### src/rtl/u8u16_pkg.sv
// shared types and constants for the utf-8 to utf-16be transcoder
package u8u16_pkg;

  localparam int QUEUE_DEPTH = 4;

  localparam int CP_W = 21;

  localparam logic [7:0]      ASCII_MAX  = 8'h7F;
  localparam logic [CP_W-1:0] BMP_LO_MAX = 21'h00D7FF;
  localparam logic [CP_W-1:0] BMP_HI_MIN = 21'h00E000;
  localparam logic [CP_W-1:0] BMP_MAX    = 21'h00FFFF;
  localparam logic [CP_W-1:0] SUPP_MIN   = 21'h010000;
  localparam logic [CP_W-1:0] SUPP_MAX   = 21'h10FFFF;
  localparam logic [15:0]     HI_SURR    = 16'hD800;
  localparam logic [15:0]     LO_SURR    = 16'hDC00;
  localparam logic [9:0]      SURR_MASK  = 10'h3FF;

  // one queued code point, already split into utf-16 words
  typedef struct packed {
    logic        quad;  // surrogate pair, four bytes
    logic [15:0] w0;
    logic [15:0] w1;
  } entry_t;

endpackage

### src/rtl/u8u16_if.sv
// byte channels of the transcoder
interface u8u16_in_if;
  logic       valid;
  logic       ready;
  logic [7:0] in_byte;

  modport source (output valid, output in_byte, input ready);
  modport sink   (input valid, input in_byte, output ready);
endinterface

interface u8u16_out_if;
  logic       valid;
  logic       ready;
  logic [7:0] out_byte;
  logic       last;

  modport source (output valid, output out_byte, output last, input ready);
  modport sink   (input valid, input out_byte, input last, output ready);
endinterface

### src/rtl/u8u16_front.sv
// front end: utf-8 decode and utf-16 word formation
module u8u16_front (
  input  logic              clk,
  input  logic              rst_n,
  input  logic              in_valid,
  input  logic [7:0]        in_byte,
  output logic              in_ready,
  input  logic              full,
  output logic              push,
  output u8u16_pkg::entry_t push_entry
);
  import u8u16_pkg::*;

  logic [1:0]      pending_r, pending_nxt;
  logic [CP_W-1:0] partial_r, partial_nxt;
  logic            accept;
  logic            complete;
  logic [CP_W-1:0] cp;
  logic            is_bmp, is_supp;
  logic [CP_W-1:0] off_full;
  logic [19:0]     off;

  assign in_ready = !full;
  assign accept   = in_valid && in_ready;

  always_comb begin
    pending_nxt = pending_r;
    partial_nxt = partial_r;
    complete    = 1'b0;
    cp          = {partial_r[CP_W-7:0], in_byte[5:0]};
    if (pending_r != 2'd0) begin
      partial_nxt = cp;
      pending_nxt = pending_r - 2'd1;
      complete    = (pending_r == 2'd1);
    end else begin
      cp = {{(CP_W-8){1'b0}}, in_byte};
      case (in_byte) inside
        [8'h00:ASCII_MAX]: begin
          partial_nxt = cp;
          complete    = 1'b1;
        end
        [8'hC0:8'hDF]: begin
          partial_nxt = {{(CP_W-5){1'b0}}, in_byte[4:0]};
          pending_nxt = 2'd1;
        end
        [8'hE0:8'hEF]: begin
          partial_nxt = {{(CP_W-4){1'b0}}, in_byte[3:0]};
          pending_nxt = 2'd2;
        end
        [8'hF0:8'hFF]: begin
          partial_nxt = {{(CP_W-3){1'b0}}, in_byte[2:0]};
          pending_nxt = 2'd3;
        end
        default: begin
          // stray continuation in lead position: no effect
        end
      endcase
    end
  end

  assign is_bmp   = (cp <= BMP_LO_MAX) || (cp >= BMP_HI_MIN && cp <= BMP_MAX);
  assign is_supp  = (cp >= SUPP_MIN) && (cp <= SUPP_MAX);
  assign off_full = cp - SUPP_MIN;
  assign off      = off_full[19:0];

  always_comb begin
    push_entry.quad = is_supp;
    if (is_supp) begin
      push_entry.w0 = HI_SURR | {6'd0, off[19:10]};
      push_entry.w1 = LO_SURR | {6'd0, off[9:0] & SURR_MASK};
    end else begin
      push_entry.w0 = cp[15:0];
      push_entry.w1 = cp[15:0];
    end
  end

  assign push = accept && complete && (is_bmp || is_supp);

  always_ff @(posedge clk) begin
    if (!rst_n) begin
      pending_r <= 2'd0;
      partial_r <= '0;
    end else if (accept) begin
      pending_r <= pending_nxt;
      partial_r <= partial_nxt;
    end
  end

  a_push_not_full: assert property (@(posedge clk) disable iff (!rst_n)
    push |-> !full) else $error("push into full queue");
  a_no_push_mid_seq: assert property (@(posedge clk) disable iff (!rst_n)
    (pending_r > 2'd1) |-> !push) else $error("push before sequence end");
  a_push_only_on_beat: assert property (@(posedge clk) disable iff (!rst_n)
    push |-> in_valid) else $error("push without input beat");

endmodule

### src/rtl/u8u16_queue.sv
// small fifo of decoded code points between front and back
module u8u16_queue #(
  parameter int QDEPTH = u8u16_pkg::QUEUE_DEPTH
) (
  input  logic              clk,
  input  logic              rst_n,
  input  logic              push,
  input  u8u16_pkg::entry_t push_entry,
  input  logic              pop,
  output u8u16_pkg::entry_t head,
  output logic              empty,
  output logic              full
);
  import u8u16_pkg::*;

  localparam int PW = $clog2(QDEPTH);
  localparam int CW = $clog2(QDEPTH + 1);

  entry_t        mem [QDEPTH];
  logic [PW-1:0] wr_ptr_r, wr_ptr_nxt;
  logic [PW-1:0] rd_ptr_r, rd_ptr_nxt;
  logic [CW-1:0] count_r, count_nxt;

  assign empty = (count_r == '0);
  assign full  = (count_r == CW'(QDEPTH));
  assign head  = mem[rd_ptr_r];

  always_comb begin
    wr_ptr_nxt = wr_ptr_r;
    rd_ptr_nxt = rd_ptr_r;
    if (push) begin
      wr_ptr_nxt = (wr_ptr_r == PW'(QDEPTH - 1)) ? '0 : wr_ptr_r + PW'(1);
    end
    if (pop) begin
      rd_ptr_nxt = (rd_ptr_r == PW'(QDEPTH - 1)) ? '0 : rd_ptr_r + PW'(1);
    end
    case ({push, pop})
      2'b10:   count_nxt = count_r + CW'(1);
      2'b01:   count_nxt = count_r - CW'(1);
      default: count_nxt = count_r;
    endcase
  end

  always_ff @(posedge clk) begin
    if (push) begin
      mem[wr_ptr_r] <= push_entry;
    end
  end

  always_ff @(posedge clk) begin
    if (!rst_n) begin
      wr_ptr_r <= '0;
      rd_ptr_r <= '0;
      count_r  <= '0;
    end else begin
      wr_ptr_r <= wr_ptr_nxt;
      rd_ptr_r <= rd_ptr_nxt;
      count_r  <= count_nxt;
    end
  end

  a_no_overflow: assert property (@(posedge clk) disable iff (!rst_n)
    count_r <= CW'(QDEPTH)) else $error("queue count beyond depth");
  a_no_underflow: assert property (@(posedge clk) disable iff (!rst_n)
    pop |-> !empty) else $error("pop from empty queue");
  a_ptr_gap: assert property (@(posedge clk) disable iff (!rst_n)
    (empty || full) |-> (wr_ptr_r == rd_ptr_r)) else $error("pointers out of step");

endmodule

### src/rtl/u8u16_back.sv
// back end: serializes queued utf-16 words into output bytes
module u8u16_back (
  input  logic              clk,
  input  logic              rst_n,
  input  u8u16_pkg::entry_t head,
  input  logic              empty,
  output logic              pop,
  output logic              out_valid,
  input  logic              out_ready,
  output logic [7:0]        out_byte,
  output logic              out_last
);
  import u8u16_pkg::*;

  logic [1:0] idx_r, idx_nxt;
  logic       out_valid_r, out_valid_nxt;
  logic [7:0] out_byte_r, out_byte_nxt;
  logic       last_r, last_nxt;
  logic       load;
  logic       final_beat;
  logic [7:0] sel_byte;

  assign load       = (!out_valid_r || out_ready) && !empty;
  assign final_beat = head.quad ? (idx_r == 2'd3) : (idx_r == 2'd1);
  assign pop        = load && final_beat;

  always_comb begin
    case (idx_r)
      2'd0:    sel_byte = head.w0[15:8];
      2'd1:    sel_byte = head.w0[7:0];
      2'd2:    sel_byte = head.w1[15:8];
      default: sel_byte = head.w1[7:0];
    endcase
  end

  always_comb begin
    idx_nxt       = idx_r;
    out_valid_nxt = out_valid_r;
    out_byte_nxt  = out_byte_r;
    last_nxt      = last_r;
    if (load) begin
      idx_nxt       = final_beat ? 2'd0 : idx_r + 2'd1;
      out_valid_nxt = 1'b1;
      out_byte_nxt  = sel_byte;
      last_nxt      = final_beat;
    end else if (out_ready) begin
      out_valid_nxt = 1'b0;
    end
  end

  always_ff @(posedge clk) begin
    if (!rst_n) begin
      idx_r       <= 2'd0;
      out_valid_r <= 1'b0;
    end else begin
      idx_r       <= idx_nxt;
      out_valid_r <= out_valid_nxt;
    end
  end

  always_ff @(posedge clk) begin
    out_byte_r <= out_byte_nxt;
    last_r     <= last_nxt;
  end

  assign out_valid = out_valid_r;
  assign out_byte  = out_byte_r;
  assign out_last  = last_r;

  // a partly sent entry stays at the queue head
  a_idx_has_entry: assert property (@(posedge clk) disable iff (!rst_n)
    (idx_r != 2'd0) |-> !empty) else $error("byte index without entry");
  a_idx_quad: assert property (@(posedge clk) disable iff (!rst_n)
    (idx_r == 2'd2 || idx_r == 2'd3) |-> head.quad) else $error("pair index on bmp entry");
  a_pop_sets_last: assert property (@(posedge clk) disable iff (!rst_n)
    pop |=> (out_valid && out_last)) else $error("entry retired without last beat");

endmodule

### src/rtl/utf8_to_utf16be_transcoder_unit.sv
// top level of the utf-8 to utf-16 big-endian transcoder
// Takes one UTF-8 byte per input beat and sends UTF-16BE bytes, high byte first, with last
// set on the final byte caused by an input byte. Bytes that complete no code point, and code
// points that UTF-16 cannot carry, cause no output. The decoder front end accepts one byte a
// cycle while its code point queue (QDEPTH entries) has room; the back end sends one output
// byte a cycle, while the output is ready, from a registered output stage. Sustained rate is
// bounded by that output port: an ASCII byte yields two output bytes and a four-byte sequence
// yields four. The first output byte of a code point passes through the queue entry and then
// the output register.
module utf8_to_utf16be_transcoder_unit #(
  parameter int QDEPTH = u8u16_pkg::QUEUE_DEPTH  // 2 or more
) (
  input logic          clk,
  input logic          rst_n,
  u8u16_in_if.sink     in_ch,
  u8u16_out_if.source  out_ch
);
  import u8u16_pkg::*;

  entry_t push_entry;
  entry_t head;
  logic   push, pop, empty, full;

  u8u16_front u_front (
    .clk        (clk),
    .rst_n      (rst_n),
    .in_valid   (in_ch.valid),
    .in_byte    (in_ch.in_byte),
    .in_ready   (in_ch.ready),
    .full       (full),
    .push       (push),
    .push_entry (push_entry)
  );

  u8u16_queue #(.QDEPTH(QDEPTH)) u_queue (
    .clk        (clk),
    .rst_n      (rst_n),
    .push       (push),
    .push_entry (push_entry),
    .pop        (pop),
    .head       (head),
    .empty      (empty),
    .full       (full)
  );

  u8u16_back u_back (
    .clk       (clk),
    .rst_n     (rst_n),
    .head      (head),
    .empty     (empty),
    .pop       (pop),
    .out_valid (out_ch.valid),
    .out_ready (out_ch.ready),
    .out_byte  (out_ch.out_byte),
    .out_last  (out_ch.last)
  );

endmodule

### src/flat_wrapper.sv
// flat-port wrapper written by rule: the top's interface ports become plain ports
module utf8_to_utf16be_transcoder_unit_flat import u8u16_pkg::*;
#(
  parameter int QDEPTH = u8u16_pkg::QUEUE_DEPTH              
)
  (clk, rst_n, in_ch_valid, in_ch_in_byte, in_ch_ready, out_ch_valid, out_ch_out_byte, out_ch_last, out_ch_ready);
  u8u16_in_if in_ch_i ();
  u8u16_out_if out_ch_i ();
  input logic clk;
  input logic rst_n;
  input wire logic [$bits(in_ch_i.valid)-1:0] in_ch_valid;
  input wire logic [$bits(in_ch_i.in_byte)-1:0] in_ch_in_byte;
  output wire logic [$bits(in_ch_i.ready)-1:0] in_ch_ready;
  output wire logic [$bits(out_ch_i.valid)-1:0] out_ch_valid;
  output wire logic [$bits(out_ch_i.out_byte)-1:0] out_ch_out_byte;
  output wire logic [$bits(out_ch_i.last)-1:0] out_ch_last;
  input wire logic [$bits(out_ch_i.ready)-1:0] out_ch_ready;
  assign in_ch_i.valid = in_ch_valid;
  assign in_ch_i.in_byte = in_ch_in_byte;
  assign in_ch_ready = in_ch_i.ready;
  assign out_ch_valid = out_ch_i.valid;
  assign out_ch_out_byte = out_ch_i.out_byte;
  assign out_ch_last = out_ch_i.last;
  assign out_ch_i.ready = out_ch_ready;
  utf8_to_utf16be_transcoder_unit #(.QDEPTH(QDEPTH)) u_core (.clk(clk), .rst_n(rst_n), .in_ch(in_ch_i), .out_ch(out_ch_i));
endmodule
### config.mk
export PLATFORM = sky130hd
export DESIGN_NAME = utf8_to_utf16be_transcoder_unit_flat
export DESIGN_NICKNAME = d
export VERILOG_FILES = /design/src/rtl/u8u16_pkg.sv /design/src/rtl/u8u16_if.sv /design/src/rtl/u8u16_front.sv /design/src/rtl/u8u16_queue.sv /design/src/rtl/u8u16_back.sv /design/src/rtl/utf8_to_utf16be_transcoder_unit.sv /design/src/flat_wrapper.sv
export SDC_FILE = /design/constraint.sdc
export NUM_CORES = 1
export LEC_CHECK = 0
export ABC_CLOCK_PERIOD_IN_PS = 5250
export BUFFER_PORTS_ARGS = -buffer_cell sky130_fd_sc_hd__buf_2
export CAP_MARGIN = 20
export CORE_AREA = 5 5 132 134
export CTS_BUF_LIST = sky130_fd_sc_hd__clkbuf_4 sky130_fd_sc_hd__clkbuf_8 sky130_fd_sc_hd__clkbuf_16
export DETAILED_ROUTE_END_ITERATION = 8
export DIE_AREA = 0 0 137 139
export GPL_TIMING_DRIVEN = 0
export REMOVE_ABC_BUFFERS = 1
export SLEW_MARGIN = 15
export SYNTH_ARGS = -nofsm -noshare
export SYNTH_HDL_FRONTEND = slang
export SYNTH_SLANG_ARGS = --single-unit
### constraint.sdc
create_clock -name clk -period 5.25 [get_ports clk]
set_clock_uncertainty 0.15 [all_clocks]
set_input_delay 1.575 -clock clk [delete_from_list [all_inputs] [get_ports clk]]
set_output_delay 1.575 -clock clk [all_outputs]
set_load 0.005 [all_outputs]
# Word level (Yosys, flattened, before mapping)
# Memory sizes are Yosys's and may differ from the RTL's. A register that Yosys moved wholly into a read port is not among the register bits.
# Cells that the tools add are included.
[totals]
ff_bits = 36
ramBits = 132
inputBits = 12
n_memories = 1
[mem_list]
columns = ["name", "words", "width", "read_ports", "rd_clocked_by_memory_dff", "wr", "line", "rtl"]
rows = [
  ["u_core.u_queue.mem", 4, 33, 1, 1, 1, "u8u16_queue.sv:19", "entry_t mem [QDEPTH];"],
]
[classes]
add_sub_neg = 7
magnitude_cmp = 13
n_eq_ne = 10
mux = 26
reduce_logical = 26
[op_table]
columns = ["operator", "count"]
rows = [
  ["$mux 15", 5],
  ["$le 21x16->1 const B", 2],
  ["$mux 32", 1],
  ["$ge 8x8->1 const B", 3],
  ["$le 8x8->1 const B", 3],
  ["$pmux 8 s3", 1],
  ["$ge 21x16->1 const B", 1],
  ["$ge 21x17->1 const B", 1],
  ["$le 21x21->1 const B", 1],
  ["$mux 21", 1],
  ["$mux 2", 10],
  ["$sub 20x17->20 const B", 1],
  ["$logic_and 1x1->1", 11],
  ["$eq 2x2->1 const B", 5],
  ["$ge 8x1->1 const B", 1],
  ["$le 8x7->1 const B", 1],
  ["$mux 1", 7],
  ["$add 2x1->2 const B", 3],
  ["$eq 2x1->1 const B", 3],
  ["$pmux 3 s2", 1],
  ["$reduce_bool 2->1", 3],
  ["$reduce_bool 5->1", 1],
  ["$reduce_bool 4->1", 1],
  ["$add 3x1->3 const B", 1],
  ["other kinds (10)", 14],
]

# Depth between registers and ports, before layout
[depth]
word_depth = 9
ltp_mapped = 17
depth_no_buf = 14

# Hierarchy
# A second synthesis with hierarchy kept.
[unflattened]
hier_cells = 513
area_unflattened_um2 = 7603.5
[modules_own_cells]
columns = ["mod", "instances", "cells_per_inst", "area_per_inst_um2", "seq_area_each_um2"]
rows = [
  ["u8u16_queue", 1, 220, 5272.6, 4144.0],
  ["u8u16_front", 1, 234, 1644.1, 340.3],
  ["u8u16_back", 1, 59, 686.9, 330.3],
]

# Worst setup path after synthesis
# OpenSTA, ideal clock, no wires.
[synth_path]
kind = "input port to flip-flop"
from = "input port in_ch_in_byte[3]"
to = "register u_core.u_queue.count_r[2]"
arrival_ns = 3.749
slack_ns = 1.276
cell_stages = 12
n_path_buf = 0
cell_sequence = "nand4_1 -> nor4_2 -> nand3_1 -> o21ai_0 -> nand3_1 -> inv_1 -> ha_1 -> inv_1 -> fa_1 -> xor2_1 -> or3_1 -> a21boi_0"
[synth_via]
elab_chain_len = 8
[synth_lines]
columns = ["item", "line", "rtl"]
rows = [
  ["from (decl)", "flat_wrapper.sv:12", "input wire logic [$bits(in_ch_i.in_byte)-1:0] in_ch_in_byte;"],
  ["$mux 21, or another cell as far along", "u8u16_front.sv:31", "if (pending_r != 2'd0) begin"],
  ["$ge 21x16->1, or another cell as far along", "u8u16_front.sv:61", "assign is_bmp = (cp <= BMP_LO_MAX) || (cp >= BMP_HI_MIN && cp <= BMP_MAX);"],
  ["$logic_and 1x1->1 / $mux 1 (equally long branches)", "u8u16_front.sv:61, u8u16_front.sv:37", ""],
  ["$logic_or 1x1->1 / $mux 1 (equally long branches)", "u8u16_front.sv:61, u8u16_front.sv:31", ""],
  ["$logic_or 1x1->1 / $logic_and 1x1->1 (equally long branches)", "u8u16_front.sv:77", "assign push = accept && complete && (is_bmp || is_supp);"],
  ["$logic_and 1x1->1 *", "u8u16_front.sv:77", ""],
  ["$eq 2x1->1 / $eq 2x2->1 (equally long branches)", "u8u16_queue.sv:37", "case ({push, pop})"],
  ["$pmux 3 s2 / $reduce_bool 2->1 (equally long branches)", "--", ""],
  ["to (signal assigned)", "u8u16_queue.sv:58", "count_r <= count_nxt;"],
  ["to (decl)", "u8u16_queue.sv:22", "logic [CW-1:0] count_r, count_nxt;"],
]
# Every way passes the cells marked *; elsewhere a longest branch is shown, timed or not.
# A chain may end at the register's enable or synchronous reset.

# Final worst setup path
[layout_path]
from = "input port in_ch_in_byte[5]"
to = "register u_core.u_queue.count_r[2]"
# Same word-level chain as after synthesis.

==> impl_metrics.csv <==
group,metric,value,unit
power,max-vdd-ir-drop,0.1726,mV
global_routing,grt_pass1_vias,3654,
placement,place_area,6775,µm²
sta,rsz0062_at_grt,"false",
placement,io_buffers,22,
clocking,clock_latency,0.42,ns
global_routing,grt_max_degree,30,
setup_path,arrival,4.38,ns
sta,relSlewSlack,35.27,%
logic_synthesis,synth_cells,432,
clocking,clkSinkCount,150,
clocking,cts.path.max_buffers,2,
logic_synthesis,ys_warn_count,0,
sta,fmax,238.7,MHz
placement,dp_slack,0.6355,ns
logic_synthesis,seq_area_frac_synth,66.36,%
setup_path,path_cells,"buf_2 -> nand2_1 -> nor4_2 -> nand3_1 -> o21ai_0 -> nand3_1 -> inv_1 -> ha_1 -> inv_1 -> fa_1 -> xor2_1 -> or3_1 -> a21boi_0",
sta,fin_crit,4.190,ns
routing,vias_per_cell,5.149,
routing,avgRoutedWirePerCell,18.09,µm
floorplanning,dieArea,19040,µm²
setup_path,cp-start-kind,"input pin",
power,power_leakage,2.520,nW
logic_synthesis,ys_types,46,
clocking,ctsHoldBuffers,0,
placement,hpwlAfterDp,8381,µm
power,power_density,378.4,nW/µm²
placement,gp_congestion,0.8552,
floorplanning,die_h,139,µm
routing,drc_errors,0,
clocking,clk_pin_slew_worst_paths,0.06,ns
routing,wl,12540,µm
clocking,cts_tree,"built",
logic_synthesis,ys.flop_type,"edfxtp_1",
clocking,numCtsBuffers,17,
floorplanning,chipWidth,137,µm
clocking,ctsResizeCount,0,
setup_path,r2r_slack,1.79,ns
cells_and_area,fin_nets,485,
routing,first_iter_violations,294,
cells_and_area,final_cells,693,
setup_path,max_stage_delay,0.44,ns
cells_and_area,final_cell_mix,"121 x edfxtp_1, 54 x nand2_1, 28 x mux4_2, 27 x dfxtp_1, 23 x o21ai_0",
sta,setup_slack,1.060,ns
cells_and_area,utilization,45.66,%
clocking,post-cts-setup-buffers,0,
logic_synthesis,synth_edf_count,121,
global_routing,grt_remaining_overflow,0,
clocking,ctsHtreeMaxLevel,4,
logic_synthesis,avgSynthCellArea,14.70,µm²
global_routing,grt_use_total,14.28,%
sta,setup_violations,0,
sta,fin_crit_sh,79.81,%
setup_path,crit_required,5.44,ns
logic_synthesis,synth.top_cells.by_area,"edfxtp_1 57%, mux4_2 9.9%, dfxtp_1 9.1%",
flow_run,cap_violations,0,
global_routing,antenna_found_initial,0,
sta,timing.setup.tns,0,ns
worst_hold_path,hold_class,"reg -> reg",
floorplanning,start_util,39.26,%
routing,vias,3568,
cells_and_area,diodes,0,
sta,drv_slew,0,
setup_path,path_max_fanout,11,
global_routing,grt_pass1_wl,20460,µm
routing,drtAntennaViolNets,0,
floorplanning,core_area,16170,µm²
setup_path,crit_family,"simple AND/OR/NAND/NOR gates",
cells_and_area,fin_area,7385,µm²
routing,drt-pass1-iter-count,6,
logic_synthesis,synth_largest_type_area_fraction,57.22,%
logic_synthesis,syn_area,6350,µm²
setup_path,critPathBufInv,3,
placement,dp_cells,661,
logic_synthesis,ys_ff_latch,150,
cells_and_area,drive_gt1_share,21.35,%
setup_path,crit_type,"in -> reg",
sta,worst_pin_slew,0.9708,ns
logic_synthesis,synthArstFlopShare,0,%
floorplanning,num_rows,47,
sta,timing_hold_violations_final,0,
clocking,ctsRootBufferMaster,"clkbuf_16",
setup_path,worst_setup_path_end_kind,"flip-flop",
run_status,status,"finished clean",
floorplanning,boundaryPins,23,
cells_and_area,final_common_cell,"edfxtp_1",
cells_and_area,areaGrowthSynthToFinish,16.30,%
setup_path,crit_path_top_delay_cell,"nor4_2",
logic_synthesis,yosys.area.top_type,"edfxtp_1",
-- registers in the layout, indices dropped and copies added, names as in the netlist, named ones only --
register and cells:
u_core.u_back.idx_r 2, u_core.u_queue.mem 112, u_core.u_front.pending_r 2, u_core.u_back.out_last 1, u_core.u_queue.wr_ptr_r 2, u_core.u_queue.count_r 3
u_core.u_back.out_byte 8, u_core.u_front.partial_r 15, u_core.u_back.out_valid 1, u_core.u_queue.rd_ptr_r 2
-- power breakdown --
part / switching, W / internal, W
registers: 0.0000215 / 0.00134
logic: 0.000120 / 0.0000837
clock network: 0.000439 / 0.000793
total: 0.000580 / 0.00221
-- per-stage QoR --
| stage | power [W] | hold WS (ns) |
|---|---|---|
| global route | 0.002906 | 0.3486 |
| global placement | 0.001578 | 0.3106 |
| finish | 0.002794 | 0.3181 |
| CTS | 0.002824 | 0.3186 |
| detailed placement | 0.001592 | 0.3089 |
| floorplan | 0.001505 | 0.2830 |
-- metal layers --
layer	track usage, %	wire length, µm	vias to the layer above
met5	0	0	-
met1	19.63	5803	1784
li1	-	-	1700
met4	6.145	107	0
met3	3.157	475	6
met2	21.84	6149	78
-- cells by family (layout without fill, tap and decap cells) --
family                     count (synthesis)  after routing  share of synthesized area, %
muxes                                     37             37                         11.35
AOI/OAI and AO/OA                         63             63                         6.601
adders and majority gates                 13             13                         2.680
buffers and inverters                     35             76                         2.325
xor gates and xnor gates                   5              5                        0.6898
and+or+nand+nor                          129            129                         9.990
DFF                                      150            150                         66.36
-- worst paths after layout --
check | start | end | cells past startpoint
setup / recovery | in_ch_in_byte[5] | u_core.u_queue.count_r[2] | 13
hold / removal | u_core.u_front.partial_r[6] | u_core.u_front.partial_r[6] | 2
hold reg to reg | u_core.u_front.partial_r[6] | u_core.u_front.partial_r[6] | 2
setup reg to reg | flip-flop | u_core.u_queue.count_r[2] | 10
-- area by class of cell --
cell class,count,area [µm²]
clock buffers,19,440.4
clock inverters,13,161.4
fillers,1408,8787
inverters,16,60.06
multi-input cells,247,2001
flip-flops and latches,150,4217
well taps,220,275.3
repair buffers,28,230.2
-- worst register-to-register path, stage by stage (launching register included) --
cell and delay (ns):
dfxtp_2 0.59, buf_12 0.26, mux4_2 0.53, mux2i_1 0.19, nor2_1 0.36, ha_1 0.25
inv_1 0.06, fa_1 0.38, xor2_1 0.16, or3_1 0.31, a21boi_0 0.15
-- Yosys cell counts, types with 2 or more instances --
| master | count |
|---|---|
| o21ai_1 | 2 |
| nand2b_1 | 2 |
| dfxtp_1 | 29 |
| edfxtp_1 | 121 |
| a222oi_1 | 3 |
| o21ai_2 | 6 |
| a22oi_1 | 5 |
| nor2b_1 | 13 |
| xnor2_1 | 3 |
| nand2_1 | 54 |
| and2_1 | 16 |
| or2_2 | 2 |
| a21boi_0 | 3 |
| mux2i_1 | 9 |
| xor2_1 | 2 |
| o21ai_0 | 23 |
| nor4_1 | 3 |
| nor2_1 | 15 |
| nand3_1 | 7 |
| a31oi_1 | 3 |
| nor3_1 | 5 |
| ha_1 | 12 |
| buf_2 | 4 |
| inv_1 | 16 |
| mux4_2 | 28 |
| o31a_1 | 2 |
| nand4_1 | 5 |
| clkbuf_1 | 13 |
| a21oi_1 | 9 |
No activity file was read; power rests on OpenSTA's default activity.
